<file path="config.mk">
export PLATFORM = sky130hd
export DESIGN_NAME = gbs_ctrl
export DESIGN_NICKNAME = d
export VERILOG_FILES = /design/src/gbs_pkg.sv /design/src/gbs_ctrl.sv
export SDC_FILE = /design/constraint.sdc
export NUM_CORES = 1
export LEC_CHECK = 0
export BUFFER_PORTS_ARGS = -buffer_cell sky130_fd_sc_hd__buf_2
export CORE_ASPECT_RATIO = 1.5
export CORE_MARGIN = 1
export CORE_UTILIZATION = 35
export CTS_CLUSTER_SIZE = 28
export DETAILED_ROUTE_END_ITERATION = 12
export GPL_TIMING_DRIVEN = 0
export PLACE_DENSITY = 0.58
export SLEW_MARGIN = 10
export SYNTH_ARGS = -nofsm -noshare
export SYNTH_HDL_FRONTEND = slang
export SYNTH_SLANG_ARGS = --single-unit
</file>
<file path="constraint.sdc">
create_clock -name aclk -period 2.2 [get_ports aclk]
set_input_delay 0.11 -clock aclk [delete_from_list [all_inputs] [get_ports aclk]]
set_output_delay 0.11 -clock aclk [all_outputs]
set_load 0.01 [all_outputs]
</file>
<file path="src/gbs_pkg.sv">
// Shared types and constants for the greedy box suppression block.
// No dependencies; used by gbs_ctrl, gbs_datapath and the top level.
`timescale 1ns / 1ps

package gbs_pkg;

    localparam int MAX_BOXES   = 64;
    localparam int STORE_DEPTH = 64;
    localparam int IDX_W       = $clog2(STORE_DEPTH);
    localparam int CNT_W       = 7;
    localparam int THR_W       = 17;
    localparam int CFG_IDX_W   = 8;
    localparam int CFG_DATA_W  = 32;
    localparam int IN_DATA_W   = 144;
    localparam int OUT_DATA_W  = 16;

    localparam logic [THR_W-1:0] THR_RESET = 17'd29491;
    localparam logic [33:0]      ONE_PIXEL = 34'd65536;

    // Register indexes of the configuration port.
    localparam logic [CFG_IDX_W-1:0] REG_THRESHOLD = 8'd0;
    localparam logic [CFG_IDX_W-1:0] REG_PIXEL_OFS = 8'd1;

    // Commands from the controller to the datapath.
    typedef struct packed {
        logic             load;
        logic             area_en;
        logic             rd_en;
        logic [IDX_W-1:0] rd_addr;
        logic             int_en;
        logic             mul_en;
        logic             uni_en;
        logic             th0_en;
        logic             th1_en;
        logic             wr_en;
        logic [IDX_W-1:0] wr_addr;
    } cmd_t;

    // Status from the datapath to the controller.
    typedef struct packed {
        logic hit;
    } status_t;

endpackage

</file>
<file path="src/gbs_ctrl.sv">
// Controller: sequencer over the kept boxes, set counters and result word.
// Depends on gbs_pkg.
`timescale 1ns / 1ps

module gbs_ctrl (
    input  logic                   aclk,
    input  logic                   aresetn,
    input  logic                   s_tvalid,
    output logic                   s_tready,
    input  logic                   score_nonpos,
    input  logic                   last_in,
    output logic                   m_tvalid,
    input  logic                   m_tready,
    output logic                   out_kept,
    output logic [5:0]             out_pos,
    output logic [6:0]             out_total,
    output logic                   out_ovf,
    output logic                   out_done,
    output gbs_pkg::cmd_t          cmd,
    input  gbs_pkg::status_t       status
);

    localparam logic [3:0] ST_IDLE  = 4'd0;
    localparam logic [3:0] ST_AREA  = 4'd1;
    localparam logic [3:0] ST_RD    = 4'd2;
    localparam logic [3:0] ST_INT   = 4'd3;
    localparam logic [3:0] ST_MUL   = 4'd4;
    localparam logic [3:0] ST_UNI   = 4'd5;
    localparam logic [3:0] ST_TH0   = 4'd6;
    localparam logic [3:0] ST_TH1   = 4'd7;
    localparam logic [3:0] ST_DEC   = 4'd8;
    localparam logic [3:0] ST_WRITE = 4'd9;
    localparam logic [3:0] ST_FIN   = 4'd10;

    logic [3:0] state_reg, state_next;
    logic [6:0] kept_cnt_reg, kept_cnt_next;
    logic [6:0] arr_reg, arr_next;
    logic       stop_reg, stop_next;
    logic [5:0] idx_reg, idx_next;
    logic [6:0] pos_reg, pos_next;
    logic       ovf_reg, ovf_next;
    logic       last_reg, last_next;
    logic       kept_reg, kept_next;
    logic       mv_reg, mv_next;
    logic       ok_reg, ok_next;
    logic [5:0] opos_reg, opos_next;
    logic [6:0] otot_reg, otot_next;
    logic       oovf_reg, oovf_next;
    logic       odone_reg, odone_next;
    logic       accept;
    logic       new_stop;
    logic       new_ovf;

    assign s_tready  = (state_reg == ST_IDLE);
    assign accept    = s_tvalid && s_tready;
    assign m_tvalid  = mv_reg;
    assign out_kept  = ok_reg;
    assign out_pos   = opos_reg;
    assign out_total = otot_reg;
    assign out_ovf   = oovf_reg;
    assign out_done  = odone_reg;
    assign new_stop  = stop_reg || score_nonpos;
    assign new_ovf   = (arr_reg >= 7'(gbs_pkg::MAX_BOXES));

    // Next-state and command logic.
    always_comb begin
        state_next    = state_reg;
        kept_cnt_next = kept_cnt_reg;
        arr_next      = arr_reg;
        stop_next     = stop_reg;
        idx_next      = idx_reg;
        pos_next      = pos_reg;
        ovf_next      = ovf_reg;
        last_next     = last_reg;
        kept_next     = kept_reg;
        mv_next       = mv_reg && !m_tready;
        ok_next       = ok_reg;
        opos_next     = opos_reg;
        otot_next     = otot_reg;
        oovf_next     = oovf_reg;
        odone_next    = odone_reg;
        cmd           = '0;
        cmd.rd_addr   = idx_reg;
        cmd.wr_addr   = kept_cnt_reg[5:0];
        unique case (state_reg)
            ST_IDLE: begin
                if (accept) begin
                    cmd.load  = 1'b1;
                    pos_next  = arr_reg;
                    ovf_next  = new_ovf;
                    stop_next = new_stop;
                    last_next = last_in;
                    kept_next = 1'b0;
                    idx_next  = 6'd0;
                    state_next = (new_ovf || new_stop) ? ST_FIN : ST_AREA;
                end
            end
            ST_AREA: begin
                cmd.area_en = 1'b1;
                state_next  = (kept_cnt_reg == 7'd0) ? ST_WRITE : ST_RD;
            end
            ST_RD: begin
                cmd.rd_en  = 1'b1;
                state_next = ST_INT;
            end
            ST_INT: begin
                cmd.int_en = 1'b1;
                state_next = ST_MUL;
            end
            ST_MUL: begin
                cmd.mul_en = 1'b1;
                state_next = ST_UNI;
            end
            ST_UNI: begin
                cmd.uni_en = 1'b1;
                state_next = ST_TH0;
            end
            ST_TH0: begin
                cmd.th0_en = 1'b1;
                state_next = ST_TH1;
            end
            ST_TH1: begin
                cmd.th1_en = 1'b1;
                state_next = ST_DEC;
            end
            ST_DEC: begin
                if (status.hit) begin
                    state_next = ST_FIN;
                end else if (7'(idx_reg) + 7'd1 == kept_cnt_reg) begin
                    state_next = ST_WRITE;
                end else begin
                    idx_next   = idx_reg + 6'd1;
                    state_next = ST_RD;
                end
            end
            ST_WRITE: begin
                cmd.wr_en     = 1'b1;
                kept_cnt_next = kept_cnt_reg + 7'd1;
                kept_next     = 1'b1;
                state_next    = ST_FIN;
            end
            ST_FIN: begin
                // Load the result word once the output register is free.
                if (!mv_reg || m_tready) begin
                    mv_next    = 1'b1;
                    ok_next    = kept_reg;
                    opos_next  = (pos_reg > 7'd63) ? 6'd63 : pos_reg[5:0];
                    otot_next  = kept_cnt_reg;
                    oovf_next  = ovf_reg;
                    odone_next = last_reg;
                    if (last_reg) begin
                        kept_cnt_next = 7'd0;
                        arr_next      = 7'd0;
                        stop_next     = 1'b0;
                    end else if (arr_reg != 7'd127) begin
                        arr_next = arr_reg + 7'd1;
                    end
                    state_next = ST_IDLE;
                end
            end
            default: begin
                state_next = ST_IDLE;
            end
        endcase
    end

    // State and counter registers.
    always_ff @(posedge aclk) begin
        if (!aresetn) begin
            state_reg    <= ST_IDLE;
            kept_cnt_reg <= 7'd0;
            arr_reg      <= 7'd0;
            stop_reg     <= 1'b0;
            mv_reg       <= 1'b0;
        end else begin
            state_reg    <= state_next;
            kept_cnt_reg <= kept_cnt_next;
            arr_reg      <= arr_next;
            stop_reg     <= stop_next;
            mv_reg       <= mv_next;
        end
    end

    // Per-item registers and result word.
    always_ff @(posedge aclk) begin
        idx_reg   <= idx_next;
        pos_reg   <= pos_next;
        ovf_reg   <= ovf_next;
        last_reg  <= last_next;
        kept_reg  <= kept_next;
        ok_reg    <= ok_next;
        opos_reg  <= opos_next;
        otot_reg  <= otot_next;
        oovf_reg  <= oovf_next;
        odone_reg <= odone_next;
    end

    // The kept store never exceeds its depth.
    a_kept_bound: assert property (@(posedge aclk) disable iff (!aresetn)
        kept_cnt_reg <= 7'(gbs_pkg::STORE_DEPTH))
        else $error("kept count beyond store depth");

    // A write into the store raises the kept count by one.
    a_write_count: assert property (@(posedge aclk) disable iff (!aresetn)
        state_reg == ST_WRITE |=> kept_cnt_reg == $past(kept_cnt_reg) + 7'd1)
        else $error("kept count did not follow store write");

    // The sequencer only reads entries that hold a kept box.
    a_read_range: assert property (@(posedge aclk) disable iff (!aresetn)
        state_reg == ST_RD |-> 7'(idx_reg) < kept_cnt_reg)
        else $error("read beyond kept boxes");

endmodule

</file>
After elaboration in Yosys (flattened, before gate mapping)

Cells that the tools add are included.

Add/subtract/negate cells: 4
Multiply operators: 0
Div/mod/pow operators: 0
Order comparisons: 2
Equal/unequal tests: 17
Shift-type cells: 0
Mux-type cells: 34
Bitwise gates (word level): 0
Reduce and logical (&&, ||, !) cells: 22

Operators with widths:

| cell                | count |
|---|---|
| $pmux 4 s11         | 1 |
| $mux 7              | 4 |
| $mux 4              | 6 |
| $mux 6              | 3 |
| $eq 4x3->1 const B  | 4 |
| $mux 1              | 16 |
| $add 7x1->7 const B | 2 |
| $pmux 7 s2          | 1 |
| $eq 4x4->1 const B  | 3 |
| $pmux 6 s2          | 1 |
| $reduce_bool 2->1   | 5 |
| $eq 4x2->1 const B  | 2 |
| $ne 2x2->1 const B  | 4 |
| $reduce_and 2->1    | 4 |
| $reduce_and 4->1    | 2 |
| $add 6x1->7 const B | 1 |
| $eq 7x7->1          | 1 |
| $ge 7x7->1 const B  | 1 |
| $gt 7x6->1 const B  | 1 |
| $logic_not 7->1     | 1 |
| $ne 7x7->1 const B  | 1 |
| $add 6x1->6 const B | 1 |
| $reduce_and 3->1    | 2 |
| $eq 4x1->1 const B  | 1 |
| 6 further kinds     | 11 |

Bits in registers: 52
Bits in latches: 0
Bits in writable memories: 0
Bits in read-only memories: 0
Input bits: 7
Output and inout port bits: 39
Logic and storage cells: 94
Memories: 0

Depth between registers and ports, before layout

Gate-level depths: netlist of the first run.

Depth after elaboration: 5
Depth in mapped cells: 8

Worst setup path before layout of the first run

No wires, ideal clock.

Path kind: flip-flop to flip-flop
From: reg idx_reg[0]
To: reg idx_reg[0] (enable)
Setup time: 377 ps
Data arrival time: 1962 ps
Setup slack: -139 ps
Cell stages (with the launch flop): 7
Buffers on the path: 0
Cells stage by stage: edfxtp_1 > ha_1 > nand3_4 > maj3_1 > a21oi_2 > nor3_1 > o21ai_0

Longest elaborated chain between the ends: 4

Ends and longest elaborated chain:

| what                       | line            | RTL |
|---|---|---|
| start: declaration         | gbs_ctrl.sv:39  | `logic [5:0] idx_reg, idx_next;` |
| start signal: assignment   | gbs_ctrl.sv:186 | `idx_reg <= idx_next;` |
| $add 6x1->7                | gbs_ctrl.sv:129 | `end else if (7'(idx_reg) + 7'd1 == kept_cnt_reg) begin` |
| $eq 7x7->1                 | gbs_ctrl.sv:129 |  |
| $ne 2x2->1 (no line)       | n/a             |  |
| $reduce_and 4->1 (no line) | n/a             |  |

No other way between the ends.
A chain may end at the register's enable or synchronous reset.

Worst setup path after layout of the first run

From: reg idx_reg[0]
To: reg state_reg[3]

Longest elaborated chain between the ends: 5

Ends and longest elaborated chain:

| what                   | line            | RTL |
|---|---|---|
| $add 6x1->7            | gbs_ctrl.sv:129 |  |
| $eq 7x7->1             | gbs_ctrl.sv:129 |  |
| $mux 4                 | gbs_ctrl.sv:129 |  |
| $mux 4                 | gbs_ctrl.sv:127 | `if (status.hit) begin` |
| $pmux 4 s11            | gbs_ctrl.sv:85  | `unique case (state_reg)` |
| end signal: assignment | gbs_ctrl.sv:176 | `state_reg <= state_next;` |
| end: declaration       | gbs_ctrl.sv:35  | `logic [3:0] state_reg, state_next;` |

No other way between the ends.

==> out/results.tsv, run 1 <==
stage	metric	value	unit
layout	share of final-layout standard cells stronger than drive strength 1	0.288	
clock_network	buffer depth of the longest clock path	2	
clock_network	CTS H-tree depth	2	
layout	number of nets at the end of the flow	306	
setup_path	cell class contributing the biggest share of worst-path delay	simple AND/OR/NAND/NOR gates	
routing	number of DRC markers in iteration 0	97	
pwr	Leakage	0.00117	µW
floorplanning	number of rows in the core area	37	
clock_network	Root Buffer Master	clkbuf_8	
place	IO buf count	44	
flow_run	# Max-Cap Violations	0	
yosys	number of nets in the synthesized netlist	252	
outcome	result of the run	finished clean	
timing	Slew headroom	0.583	
grt	pin count of the biggest net entering global routing	25	
timing	accumulated negative setup slack	0	ns
layout	most common library cell in the layout ignoring fill and taps	buf_2	
worst_hold_path	worst min-delay path category	primary input to flop	
floorplanning	die area	7660	µm²
routing	number of iterations in the first detailed-routing pass	4	
clock_network	CTS clock-pin slew for the worst setup and hold paths	0.10	ns
setup_path	count of buffer and inverter cells on the critical path	0	
yosys	Synth Cell Area	2560	µm²
pwr	power density over cell area	1090	nW/µm²
yosys	number of enable flip-flop cells after synthesis	32	
timing	final setup violating endpoints	0	
layout	top library cells by usage in the layout, fill and taps aside	buf_2 (46), edfxtp_1 (32), nor2_1 (30), dfxtp_1 (20), nand2_1 (17)	
clock_network	clock tree from TritonCTS	built	
setup_path	startpoint of the worst-slack reg-to-reg timing path	idx_reg[0]	
floorplanning	Die Y-Extent	107	µm
clock_network	Clock Latency Late Sink	0.31	ns
layout	total of fill cells in the finished design	696	
setup_path	worst endpoint data arrival time	2.32	ns
yosys	fraction of registers with async set or reset after synthesis	0	
timing	share of the cycle needed by the critical path after routing	0.944	
yosys	post-synthesis instance total	240	
worst_hold_path	origin of the worst min-delay path	score_nonpos	
grt	total routing resource utilization after global routing	0.142	
yosys	flip-flop cell with the highest count after synthesis	edfxtp_1	
layout	Core Util, Final	0.440	
place	RePlAce Congestion	0.774	
setup_path	required arrival time at the worst endpoint	2.44	ns
place	half-perimeter wire length after placement	3.67	mm
routing	Met3 Wirelength	163	µm
setup_path	Startpoint Class	flop	
floorplanning	Placeable Area	6940	µm²
place	number of placed instances with taps included	362	
floorplanning	overall die width	71.8	µm
grt	aggregate global routing overflow	0	
setup_path	kind of end point of the critical path	flop	
routing	detailed-routing wirelength on met1	2.01	mm
setup_path	worst setup path startpoint	idx_reg[0]	
timing	RSZ-0062 raised after global routing	false	
pwr	part of the power in the clock network	0.231	
routing	post-DR vias/cell	5.10	
routing	highest routing layer actually used	met4	
floorplanning	count of pins on the block boundary	46	
clock_network	number of CTS-inserted buffers	5	
pwr	Total Power	3330	µW
pwr	power dissipated by switching net loads	1110	µW
timing	FMAX	481	MHz
routing	DRC Markers	0	
setup_path	worst setup path class	flop to flop	
yosys	number of synthesized register bits	52	
timing	endpoints failing hold	0	
yosys	Mean Syn Cell Area	10.7	µm²
layout	area added between synthesis and finish	19.4	%
routing	average wire per cell in the routed design	13.4	µm
grt	number of antenna violations at the first check in global routing	0	
timing	number of pins with negative max-slew slack in the final report	0	
layout	number of inserted diodes	0	
grt	first-pass GRT wire length	8.25	mm
routing	via count	1901	
pwr	VDD IR-drop max	0.407	mV
timing	Hold Slack	0.0833	ns
yosys	portion of the post-synthesis area used by sequential elements	0.532	
setup_path	highest-delay cell along the critical path	or4_1	
setup_path	max incr delay on CP	0.50	ns
pwr	combinational power share	0.344	
pwr	Internal Power	2220	µW
pwr	sequential group share of total power	0.425	
floorplanning	starting utilization of the core area	0.368	
setup_path	flop2flop setup slack	0.12	ns
pwr	fraction of power spent switching nets	0.334	
timing	transition time at the pin with the least slew margin	0.625	ns
routing	Antenna Violating Nets Remaining	0	
setup_path	list of cells traversed by the critical path	ha_2, xor2_1, a311oi_1, nand3_1, or4_1, a21boi_1	
timing	Clock Skews	0.00922	ns
yosys	count of unique library cells instantiated by Yosys	52	
layout	Layout Cells excl Fill	373	
yosys	Warnings, synthesis	0	
routing	wire length on met2	2.72	mm
grt	vias in the first global route	1769	
setup_path	CP max FO	5	
clock_network	clk sinks	52	
routing	Detailed Route WL	5.01	mm
timing	final critical-path required period	2.08	ns
==> power by group through the flow <==
stage          Clock (µW)  Combinational, µW  Sequential, µW
3_3_place_gp            0               1070            1440
3_5_place_dp            0               1080            1450
4_1_cts               794               1120            1420
5_1_grt               828               1280            1440
6_report              769               1150            1410
2_1_floorplan           0                754            1450
==> path summary, 6_finish.rpt <==
| path | endpoint | cells past startpoint |
|---|---|---|
| max | state_reg[3] | 6 |
| min | stop_reg | 3 |
| max reg2reg | state_reg[3] | 6 |
| min reg2reg | out_kept | 0 |
==> layer usage <==
metal	vias to the layer above	GRT usage
met5	-	0
met4	0	0.0714
met3	10	0.0282
met1	899	0.146
met2	48	0.264
li1	944	-
==> worst min-delay path: stages <==
cell,delay [ns]
buf_2,0.10
a31oi_1,0.07
nor2_1,0.08
==> kinds of logic (layout without fill, tap and decap cells) <==
logic type                 after synthesis  count (layout)  synth area share
buffers and inverters                   30              85            0.0587
xor gates and xnor gates                20              20            0.0744
and+or+nand+nor                        106             106             0.227
AOI/OAI and AO/OA                       26              26            0.0793
DFF                                     52              52             0.532
adders and majority gates                6               6            0.0284
==> area by class of cell <==
type / instances / area, µm² / share of cell area
Sequential cell: 52 / 1360 / 0.446
Multi-Input combinational cell: 158 / 1050 / 0.345
Timing Repair Buffer: 48 / 253 / 0.0828
Buffer: 18 / 110 / 0.0361
Tap cell: 78 / 97.6 / 0.0320
Clock buffer: 6 / 72.6 / 0.0238
Clock inverter: 2 / 60.1 / 0.0197
Inverter: 11 / 45.0 / 0.0147
==> synthesized netlist by cell type, types with 2 or more instances <==
library cell  instances  area share
edfxtp_1             32        0.38
nor2_1               30       0.044
dfxtp_1              20        0.16
nand2_1              18       0.026
xnor2_1              12       0.041
inv_1                11       0.016
nor3_1                8       0.016
buf_4                 7       0.021
clkbuf_1              7       0.010
xor2_1                7       0.024
nand3_1               6       0.012
or2_2                 6       0.015
a21oi_1               5      0.0098
ha_1                  5       0.024
nand2b_1              5       0.012
nand4_1               5       0.012
nor2b_1               4      0.0098
a21boi_0              3      0.0088
a31oi_1               3      0.0073
and2_1                3      0.0073
and3_1                3      0.0073
buf_2                 3      0.0059
nor3b_1               3      0.0088
nor4_1                3      0.0073
o21ai_0               3      0.0059
or3_1                 2      0.0049
==> per-stage QoR <==
stage | area (µm²) | setup slack, ns
floorplan | 2560 | 0.0390
global placement | 2880 | -0.173
detailed placement | 2880 | -0.188
CTS | 3040 | 0.0293
global route | 3050 | 0.0215
finish | 3050 | 0.123
==> what timing repair did <==
| action | 4_1_cts | 5_1_grt |
|---|---|---|
| endpoints found under the hold margin | 1 | 0 |
| pin swaps | 1 | 0 |
| endpoints found under the setup margin | 17 | 16 |
| hold buffers | 1 | 0 |
| setup buffers | 1 | 2 |
| gates resized for setup | 3 | 5 |
Power figures use the tool's default switching activity.
==> inputs of run 2 (changes only) <==
Settings changed: CORE_MARGIN 1 to 1.5.
==> run 2 against run 1 <==
Worst hold slack worse by 0.0018 ns. Combinational power increased by 4%. Worst setup slack got worse by 0.065 ns. Sequential power barely moved. Clock power decreased by 24%. Global-route usage is 0.18 points lower. Clock skew shrank 0.0013 ns. First-iteration DRC count rose by 4.1%. Count of clock-buffer cells in the layout down 1. Via count decreased by 0.84%. Critical path depth unchanged. Critical path type unchanged. Largest cell class unchanged. Largest power group unchanged.
==> out/results.tsv, run 2 (synthesis gave the netlist of run 1 again) <==
stage	metric	value	unit	change
place	number of placed instances with taps included	364		+0.55%
grt	aggregate global routing overflow	0		unchanged
pwr	Leakage	0.00116	µW	-0.89%
timing	final setup violating endpoints	0		unchanged
outcome	result of the run	finished clean		
setup_path	worst endpoint data arrival time	2.40	ns	+0.08 ns
setup_path	Startpoint Class	flop		
setup_path	required arrival time at the worst endpoint	2.45	ns	about the same
setup_path	CP max FO	5		unchanged
clock_network	Root Buffer Master	clkbuf_8		
place	IO buf count	44		unchanged
routing	via count	1885		-0.84%
routing	number of iterations in the first detailed-routing pass	4		unchanged
flow_run	# Max-Cap Violations	0		unchanged
floorplanning	overall die width	72.8	µm	+1.4%
floorplanning	count of pins on the block boundary	46		unchanged
clock_network	CTS clock-pin slew for the worst setup and hold paths	0.10	ns	about the same
layout	Sequential cell area	1360	µm²	unchanged
grt	total routing resource utilization after global routing	0.140		-0.00177
setup_path	worst setup path class	flop to flop		
routing	post-DR vias/cell	5.01		-1.6%
layout	top library cells by usage in the layout, fill and taps aside	buf_2 (46), edfxtp_1 (32), nor2_1 (30), dfxtp_1 (20), nand2_1 (18)		
pwr	power density over cell area	1050	nW/µm²	-3.9%
clock_network	Clock Latency Late Sink	0.32	ns	about the same
routing	number of DRC markers in iteration 0	101		+4.1%
routing	average wire per cell in the routed design	13.5	µm	+0.47%
floorplanning	Die Y-Extent	108	µm	+0.94%
routing	Antenna Violating Nets Remaining	0		unchanged
layout	total of fill cells in the finished design	714		+2.6%
layout	area added between synthesis and finish	19.4	%	about the same
layout	number of nets at the end of the flow	307		+0.33%
floorplanning	die area	7840	µm²	+2.3%
floorplanning	Placeable Area	7130	µm²	+2.7%
layout	Layout Cells excl Fill	376		+0.80%
worst_hold_path	worst min-delay path category	primary input to flop		
timing	final critical-path required period	2.14	ns	+0.0649 ns
floorplanning	starting utilization of the core area	0.359		-0.00969
clock_network	clk sinks	52		unchanged
timing	accumulated negative setup slack	0	ns	unchanged
pwr	VDD IR-drop max	0.377	mV	-7.4%
timing	endpoints failing hold	0		unchanged
grt	pin count of the biggest net entering global routing	25		unchanged
layout	share of final-layout standard cells stronger than drive strength 1	0.301		+0.0125
layout	most common library cell in the layout ignoring fill and taps	buf_2		
setup_path	kind of end point of the critical path	flop		
timing	FMAX	467	MHz	-3.0%
layout	Core Util, Final	0.428		-0.0117
timing	number of pins with negative max-slew slack in the final report	0		unchanged
place	half-perimeter wire length after placement	3.69	mm	+0.62%
grt	number of antenna violations at the first check in global routing	0		unchanged
timing	RSZ-0062 raised after global routing	true		
clock_network	clock tree from TritonCTS	built		
routing	DRC Markers	0		unchanged
clock_network	number of CTS-inserted buffers	5		unchanged
layout	number of inserted diodes	0		unchanged
floorplanning	number of rows in the core area	38		+2.7%
timing	Slew headroom	0.540		-0.0437
pwr	Total Power	3200	µW	-3.9%
timing	share of the cycle needed by the critical path after routing	0.974		+0.0295
layout	final design instance area without fill	3050	µm²	about the same
place	post-detailed-placement cell area	2880	µm²	about the same
routing	Detailed Route WL	5.08	mm	+1.3%
clock_network	CTS H-tree depth	2		unchanged
grt	first-pass GRT wire length	8.50	mm	+3.1%
clock_network	buffer depth of the longest clock path	2		unchanged
layout	multi-input gate area in the final layout	1080	µm²	+2.4%
grt	vias in the first global route	1771		+0.11%
place	RePlAce Congestion	0.789		+1.9%
timing	Clock Skews	0.00790	ns	-0.00132 ns
timing	transition time at the pin with the least slew margin	0.690	ns	+0.0655 ns
[run 2: power by group]
part / internal (µW) / switching (µW)
registers: 1270 / 143
logic: 518 / 683
clock network: 234 / 348
[run 2: final timing paths]
kind	from	to	slack, ns	cells after the start
setup / recovery	idx_reg[0]	state_reg[3]	0.06	6
hold / removal	score_nonpos	stop_reg	0.08	3
setup reg to reg	idx_reg[0]	state_reg[3]	0.06	6
hold reg to reg	ovf_reg	out_ovf	0.43	0
[run 2: critical path: stages, from the launching register on]
cell and delay, ns:
edfxtp_1 0.51, ha_4 0.29, xor2_1 0.14, a311oi_1 0.28, nand3_1 0.20, or4_1 0.52, a21boi_1 0.13
[run 2: per-stage QoR]
stage | hold slack (ns) | worst slack (ns)
6_report | 0.0815 | 0.0582
5_1_grt | 0.119 | -0.0348
4_1_cts | 0.0689 | 0.0165
3_5_place_dp | 0.292 | -0.205
3_3_place_gp | 0.288 | -0.177
2_1_floorplan | 0.209 | 0.0390
[run 2: cell type report]
cell class,count,area share
multi-input combinational,158,0.354
clock buffer,5,0.0225
buffer,18,0.0361
clock inverter,3,0.00902
inverter,11,0.0148
tap,80,0.0328
timing repair buffer,49,0.0852
sequential,52,0.446
[run 2: timing repair]
action,in CTS,in global routing
pin swaps,1,2
setup endpoints to repair,16,19
hold buffers,1,0
gates cloned,0,0
hold endpoints to repair,1,0
buffers inserted,1,3
gates resized for setup,2,8
[run 2: metal layers]
layer  track usage  part of all wire
met5             0                 0
met4        0.0701             0.026
met1         0.141              0.38
met3        0.0318             0.037
met2         0.260              0.56
